==> config.mk <==
export PLATFORM = sky130hd
export DESIGN_NAME = fccw_front
export DESIGN_NICKNAME = d
export VERILOG_FILES = /design/src/fccw_pkg.sv /design/src/fccw_front.sv
export SDC_FILE = /design/constraint.sdc
export NUM_CORES = 1
export LEC_CHECK = 0
export BUFFER_PORTS_ARGS = -buffer_cell sky130_fd_sc_hd__buf_2
export CAP_MARGIN = 20
export CELL_PAD_IN_SITES_DETAIL_PLACEMENT = 2
export CELL_PAD_IN_SITES_GLOBAL_PLACEMENT = 2
export CORE_ASPECT_RATIO = 1.5
export CORE_MARGIN = 2
export CORE_UTILIZATION = 35
export DETAILED_ROUTE_END_ITERATION = 8
export PLACE_DENSITY_LB_ADDON = 0.1
export SLEW_MARGIN = 30
export SYNTH_ARGS = -nofsm -noshare
export SYNTH_HDL_FRONTEND = slang
export SYNTH_SLANG_ARGS = --single-unit
==> constraint.sdc <==
create_clock -name clk -period 6.9 [get_ports clk]
set_clock_uncertainty 0.15 [all_clocks]
set_input_delay 1.725 -clock clk [delete_from_list [all_inputs] [get_ports clk]]
set_output_delay 1.725 -clock clk [all_outputs]
set_load 0.1 [all_outputs]
==> src/fccw_pkg.sv <==
// ----------------------------------------------------------------------------
// fccw_pkg
// shared types and constants of the allocation table chain walker
// ----------------------------------------------------------------------------
package fccw_pkg;

  localparam int DEF_TABLE_DEPTH = 8192;
  localparam int DEF_MAX_CHAIN   = 64;
  localparam int CMD_QUEUE_DEPTH = 2;

  localparam int CNT_W   = 14;
  localparam int LIMIT_W = 7;
  localparam int IDX_W   = 13;

  localparam logic [1:0] KIND_WRITE = 2'd0;
  localparam logic [1:0] KIND_WALK  = 2'd1;
  localparam logic [1:0] KIND_COUNT = 2'd2;

  localparam logic RES_CHAIN = 1'b0;
  localparam logic RES_COUNT = 1'b1;

  localparam logic [31:0] INVALID_PTR = 32'hFFFF_FFFF;
  localparam logic [7:0]  END_FLAG    = 8'hFF;
  localparam logic [31:0] FREE_WORD   = 32'h7FFF_FFFF;

  typedef struct packed {
    logic [1:0]         kind;
    logic [IDX_W-1:0]   entry_index;
    logic [31:0]        entry_value;
    logic [31:0]        start_cluster;
    logic [LIMIT_W-1:0] chain_limit;
  } in_item_t;

  typedef struct packed {
    logic             result_type;
    logic [31:0]      cluster;
    logic             last;
    logic             empty_chain;
    logic [CNT_W-1:0] free_total;
  } out_item_t;

  // classified command between front and back
  typedef struct packed {
    logic [1:0]         kind;
    logic [IDX_W-1:0]   entry_index;
    logic [31:0]        entry_value;
    logic [31:0]        start_cluster;
    logic [LIMIT_W-1:0] cap;
    logic               empty_walk;
  } cmd_t;

endpackage

==> src/fccw_front.sv <==
// ----------------------------------------------------------------------------
// fccw_front
// takes items, works out the walk cap, queues commands for the back end
// ----------------------------------------------------------------------------
module fccw_front #(
  parameter int MAX_CHAIN = fccw_pkg::DEF_MAX_CHAIN
) (
  input  logic                       clk,
  input  logic                       rst_n,
  input  logic                       in_push,
  output logic                       in_full,
  input  fccw_pkg::in_item_t         in_data,
  input  logic [fccw_pkg::CNT_W-1:0] eff_count,
  output logic                       cmd_valid,
  input  logic                       cmd_pop,
  output fccw_pkg::cmd_t             cmd_head
);
  import fccw_pkg::*;

  localparam int PW = (CMD_QUEUE_DEPTH > 1) ? $clog2(CMD_QUEUE_DEPTH) : 1;
  localparam int QW = $clog2(CMD_QUEUE_DEPTH + 1);

  cmd_t              queue_r [CMD_QUEUE_DEPTH];
  logic [PW-1:0]     wr_ptr_r, wr_ptr_nxt;
  logic [PW-1:0]     rd_ptr_r, rd_ptr_nxt;
  logic [QW-1:0]     fill_r, fill_nxt;
  logic              accept;
  logic              enq;
  logic              deq;
  logic [LIMIT_W-1:0] cap;
  cmd_t              cmd_new;

  // cap: limit, or table count when limit is zero, saturated
  always_comb begin
    if (in_data.chain_limit == '0) begin
      if ({{(32-CNT_W){1'b0}}, eff_count} > 32'(MAX_CHAIN)) begin
        cap = LIMIT_W'(MAX_CHAIN);
      end else begin
        cap = LIMIT_W'(eff_count);
      end
    end else if ({{(32-LIMIT_W){1'b0}}, in_data.chain_limit} > 32'(MAX_CHAIN)) begin
      cap = LIMIT_W'(MAX_CHAIN);
    end else begin
      cap = in_data.chain_limit;
    end
  end

  always_comb begin
    cmd_new.kind          = in_data.kind;
    cmd_new.entry_index   = in_data.entry_index;
    cmd_new.entry_value   = in_data.entry_value;
    cmd_new.start_cluster = in_data.start_cluster;
    cmd_new.cap           = cap;
    cmd_new.empty_walk    = (in_data.start_cluster == INVALID_PTR) || (cap == '0);
  end

  assign in_full   = (fill_r == QW'(CMD_QUEUE_DEPTH));
  assign accept    = in_push && !in_full;
  // unknown kind is taken and dropped here
  assign enq       = accept && (in_data.kind == KIND_WRITE || in_data.kind == KIND_WALK ||
                                in_data.kind == KIND_COUNT);
  assign cmd_valid = (fill_r != '0);
  assign deq       = cmd_pop && cmd_valid;
  assign cmd_head  = queue_r[rd_ptr_r];

  always_comb begin
    wr_ptr_nxt = wr_ptr_r;
    rd_ptr_nxt = rd_ptr_r;
    fill_nxt   = fill_r;
    if (enq) begin
      wr_ptr_nxt = (wr_ptr_r == PW'(CMD_QUEUE_DEPTH - 1)) ? '0 : wr_ptr_r + PW'(1);
    end
    if (deq) begin
      rd_ptr_nxt = (rd_ptr_r == PW'(CMD_QUEUE_DEPTH - 1)) ? '0 : rd_ptr_r + PW'(1);
    end
    if (enq && !deq) begin
      fill_nxt = fill_r + QW'(1);
    end else if (deq && !enq) begin
      fill_nxt = fill_r - QW'(1);
    end
  end

  always_ff @(posedge clk) begin
    if (!rst_n) begin
      wr_ptr_r <= '0;
      rd_ptr_r <= '0;
      fill_r   <= '0;
    end else begin
      wr_ptr_r <= wr_ptr_nxt;
      rd_ptr_r <= rd_ptr_nxt;
      fill_r   <= fill_nxt;
    end
  end

  always_ff @(posedge clk) begin
    if (enq) begin
      queue_r[wr_ptr_r] <= cmd_new;
    end
  end

endmodule

**After elaboration in Yosys (flattened, before gate mapping)**

Memories as Yosys holds them, arrays and structs flattened. A register that Yosys moved wholly into a read port is not among the register bits.
Cells that the tools add are included.

- Register bits after elaboration: 4
- Memory bits (writable): 174
- Input bits: 104
- Word-level logic and storage cells: 41
- Memories kept: 1

- Add/subtract/negate cells: 4
- Order comparisons: 2
- Equal/unequal tests: 4
- Multiplexer cells: 11
- Reduce and logical (&&, ||, !) cells: 16

Memory list:

| name | words | bits a word | read ports | clocked after memory_dff | write ports | line | RTL |
|---|---|---|---|---|---|---|---|
| queue_r | 2 | 87 | 1 | 1 | 1 | fccw_front.sv:23 | `cmd_t queue_r [CMD_QUEUE_DEPTH];` |

Operators with widths:

| cell | count |
|---|---|
| 32-bit == test (second input constant) | 1 |
| 7-bit 2-to-1 mux | 3 |
| 14-bit by 7-bit greater-than comparator with 1-bit output (second input constant) | 1 |
| 7-bit zero test | 2 |
| 7-bit greater-than comparator (second input constant) | 1 |
| 1-bit 2-to-1 mux | 6 |
| 1-bit logical AND | 5 |
| 2-bit == test (second input constant) | 2 |
| 2-bit 2-to-1 mux | 2 |
| 2-bit nonzero test | 2 |
| 1-bit zero test | 3 |
| 1-bit logical OR | 3 |
| 1-bit adder (second input constant) | 2 |
| 2-bit by 1-bit adder with 2-bit output (second input constant) | 1 |
| 2-bit by 1-bit == test with 1-bit output (second input constant) | 1 |
| 2-bit zero test | 1 |
| 2-bit by 1-bit subtractor with 2-bit output (second input constant) | 1 |

**Logic depth before layout (Yosys ltp)**

- Depth after elaboration: 8
- Depth in mapped cells: 7

**Worst setup path after synthesis**

No wires, ideal clock.

- Path kind: input to register
- From: input in_data[84] (netlist bit)
- To: memory queue_r[0][0] (netlist bit) (enable)
- Setup time: 535 ps
- Data arrival time: 5,542 ps
- Data required time: 6,215 ps
- Slack: 673 ps
- Cell stages on the path: 3
- Path buffers: 0
- Cell sequence: nand2_1 -> nand3_1 -> nor2_1

- Cells in the longest elaborated chain, start to end: 6
- Elaborated cells on any way between the ends: 8

Ends and longest elaborated chain:

| what | line | RTL |
|---|---|---|
| start, declared | fccw_front.sv:12 | `input fccw_pkg::in_item_t in_data,` |
| 2-bit by 1-bit == test with 1-bit output or 2-bit zero test (tied branches) | fccw_front.sv:60 | `assign enq = accept && (in_data.kind == KIND_WRITE \|\| in_data.kind == KIND_WALK \|\|` |
| 1-bit logical OR | fccw_front.sv:60 |  |
| 1-bit logical OR * | fccw_front.sv:60 |  |
| 1-bit logical AND * | fccw_front.sv:60 |  |
| 1-bit 2-to-1 mux * | fccw_front.sv:96 | `if (enq) begin` |
| 1-bit 2-to-1 mux (implied by the code) * | fccw_front.sv:97 | `queue_r[wr_ptr_r] <= cmd_new;` |
| end, declared | fccw_front.sv:23 |  |

Mark *: on every way between the ends. The rest lies on a longest branch, timed or not.

==> results.toml <==
[clocking]
cts.repair.resized = 0
clockBufferDepth = 2
cts_tree = "done"
cts_hold_buf = 0
clockRootBuffer = "clkbuf_16"
postCtsSetupBuffers = 0
htreeDepth = 4
clock-sinks = 179
clock_latency_ns = 0.42
clkTransAtPathRegs_ns = 0.07
cts_buffers = 17

[floorplan]
fp.dieH_microns = 174
pin_count = 193
num_rows = 62
die_w_microns = 117
core-area_sq_um = 19000
start_util_pct = 35.4
die_area_sq_um = 20400

[logic_synthesis]
synth_nets = 435
syn_area_per_cell_sq_um = 20.4
synth_cells = 330
synth_seq_area_share_pct = 79.2
ys_warn_count = 0
synthXorXnorAreaFrac_pct = 0.391
synth-simple-area-share_pct = 3.29
synth_mux_area_share_pct = 14.6
syn_area_sq_um = 6720
synth_cell_types = 31
synth_seq_cells = 179
synth_top_family_by_area = "multiplexers"
synth_compound_area_share_pct = 1.53
yosys.area_share.adder_pct = 0.186

[drt]
via_per_inst = 4.68
drt_pre_antenna_iters = 4
routedWlPerCell_microns = 19.7
vias = 3763
drt-initial-drc-count = 131
wirelength_mm = 15.8
antenna_left = 0
drc = 0

[sta]
final_hold_viol_count = 0
drv_slew = 0
layout_setup_ws_ns = 2.47
hold_slack_ns = 0.392
tns_ns = 0
max_slew.worst_pin.slew_ns = 0.661
rsz0062_at_grt = "no"
min_period_ns = 4.43
fmax_mhz = 226
period_share_pct = 64.1
slew_headroom_pct = 55.9
setup_viol = 0

[finish]
layout_common_cells = "buf_2 (192), edfxtp_1 (174), mux2_2 (87)"
instances_no_fill = 804
regArea_sq_um = 5330
multi_input_area_sq_um = 1350
fin_nets = 640
nFillCells = 1819
area_growth_pct = 28.1
drive_above_1_share_pct = 58.6
layout_commonest_cell = "buf_2"
antenna_cells = 0

[placed_design]
place_hpwl_mm = 11.0
io_buffers = 192
gp_congestion = 0.729
dp_slack_ns = 2.83
dp.cells = 772

[global_route]
grt_pass1_wl_mm = 24.2
track_usage_pct = 16.3
antenna_found_initial = 1
overflow = 0
grt_pass1_vias = 4274
grt_max_degree = 47

[power_and_ir_drop]
vdd_drop_max_mv = 0.306
p_leak_nw = 3.17
power_density_nw_per_um2 = 487

[job]
maxCapViolCount = 0

[run_status]
status = "complete, no violations"

[worst_setup_path]
crit_required_ns = 5.03
start_kind = "flop"
crit_path_max_fanout = 46
path_class = "reg -> out"
cp.arrival_ns = 2.55
worstSetupEndpointType = "output port"

[min_path]
hold_path_class = "reg -> reg"
## report_power, final
part	leakage (nW)	switching, W	total (W)	internal, W
clock	0.284	0.000412	0.000986	0.000574
sequential	1.65	0.0000693	0.00140	0.00134
combinational	1.23	0.00147	0.00180	0.000326
total	3.17	0.00196	0.00419	0.00223
## per-layer routing
layer	vias up	track usage, %	share of wire [%]
met5	-	0	0
met4	0	5.00	0.86
met3	9	4.23	5.2
met2	112	30.2	57
met1	1907	17.7	37
li1	1735	-	-
## Yosys cell counts
cell	count	area share (%)
a21boi_0	1	0.11
a22o_1	5	0.65
a31oi_1	1	0.093
and2_1	6	0.56
and3_1	1	0.093
buf_1	4	0.22
buf_2	4	0.30
clkbuf_1	2	0.11
dfxtp_1	5	1.5
edfxtp_1	174	78
ha_1	1	0.19
inv_1	3	0.17
mux2_2	87	15
nand2_1	4	0.22
nand2b_1	1	0.093
nand3_1	1	0.074
nand4_1	8	0.74
nor2_1	4	0.22
nor4_1	3	0.28
nor4_4	1	0.32
o21a_1	1	0.11
o21ai_0	1	0.074
o31ai_1	1	0.11
o41ai_1	1	0.13
o41ai_2	1	0.24
or2_2	1	0.093
or3_1	1	0.093
or4_1	3	0.34
or4_4	1	0.17
xnor2_1	2	0.26
xor2_1	1	0.13
## logic make-up (layout without fill, tap and decap cells)
| group | after synthesis | count (layout) |
|---|---|---|
| flip-flops | 179 | 179 |
| multiplexers | 87 | 87 |
| AND/OR/NAND/NOR | 35 | 35 |
| buffers and inverters | 13 | 231 |
| AO/OA/AOI/OAI | 12 | 12 |
| XOR/XNOR | 3 | 3 |
| adder cells (fa/ha/maj) | 1 | 1 |
## path summary, 6_finish.rpt
check / from / endpoint / slack, ns / cells after the start
worst min-delay path: fill_r[1] / fill_r[1] / 0.39 / 2
worst min register to register: fill_r[1] / fill_r[1] / 0.39 / 2
worst max-delay path: flop / cmd_head[37] / 2.47 / 3
worst max register to register: fill_r[0] / queue_r[1][3] / 4.24 / 5
## critical path: stages (launching register included)
cell	delay (ns)
dfxtp_4	0.73
buf_4	0.62
mux2_2	0.43
buf_2	0.30
## sequential cells by signal, summed over array words and instances, names as in the netlist, named ones only
| name | flops |
|---|---|
| fill_r | 2 |
| queue_r | 174 |
| rd_ptr_r | 1 |
| wr_ptr_r | 1 |
## per-stage QoR
stage                     power, W  instance area (sq um)  util [%]
final                      0.00419                   8610      45.3
after global routing       0.00434                   8610      45.3
after CTS                  0.00425                   8610      45.3
after detailed placement   0.00325                   8000      42.1
after global placement     0.00323                   8000      42.1
after floorplan            0.00296                   6720         -
## final cells by class
type,instances,area share [%]
clock buffer,18,4.99
multi-input combinational,138,15.7
sequential,179,61.9
clock inverter,14,2.02
tap,256,3.72
timing repair buffer,196,11.5
inverter,3,0.131
Note: power is estimated with default switching activity, not from simulation.
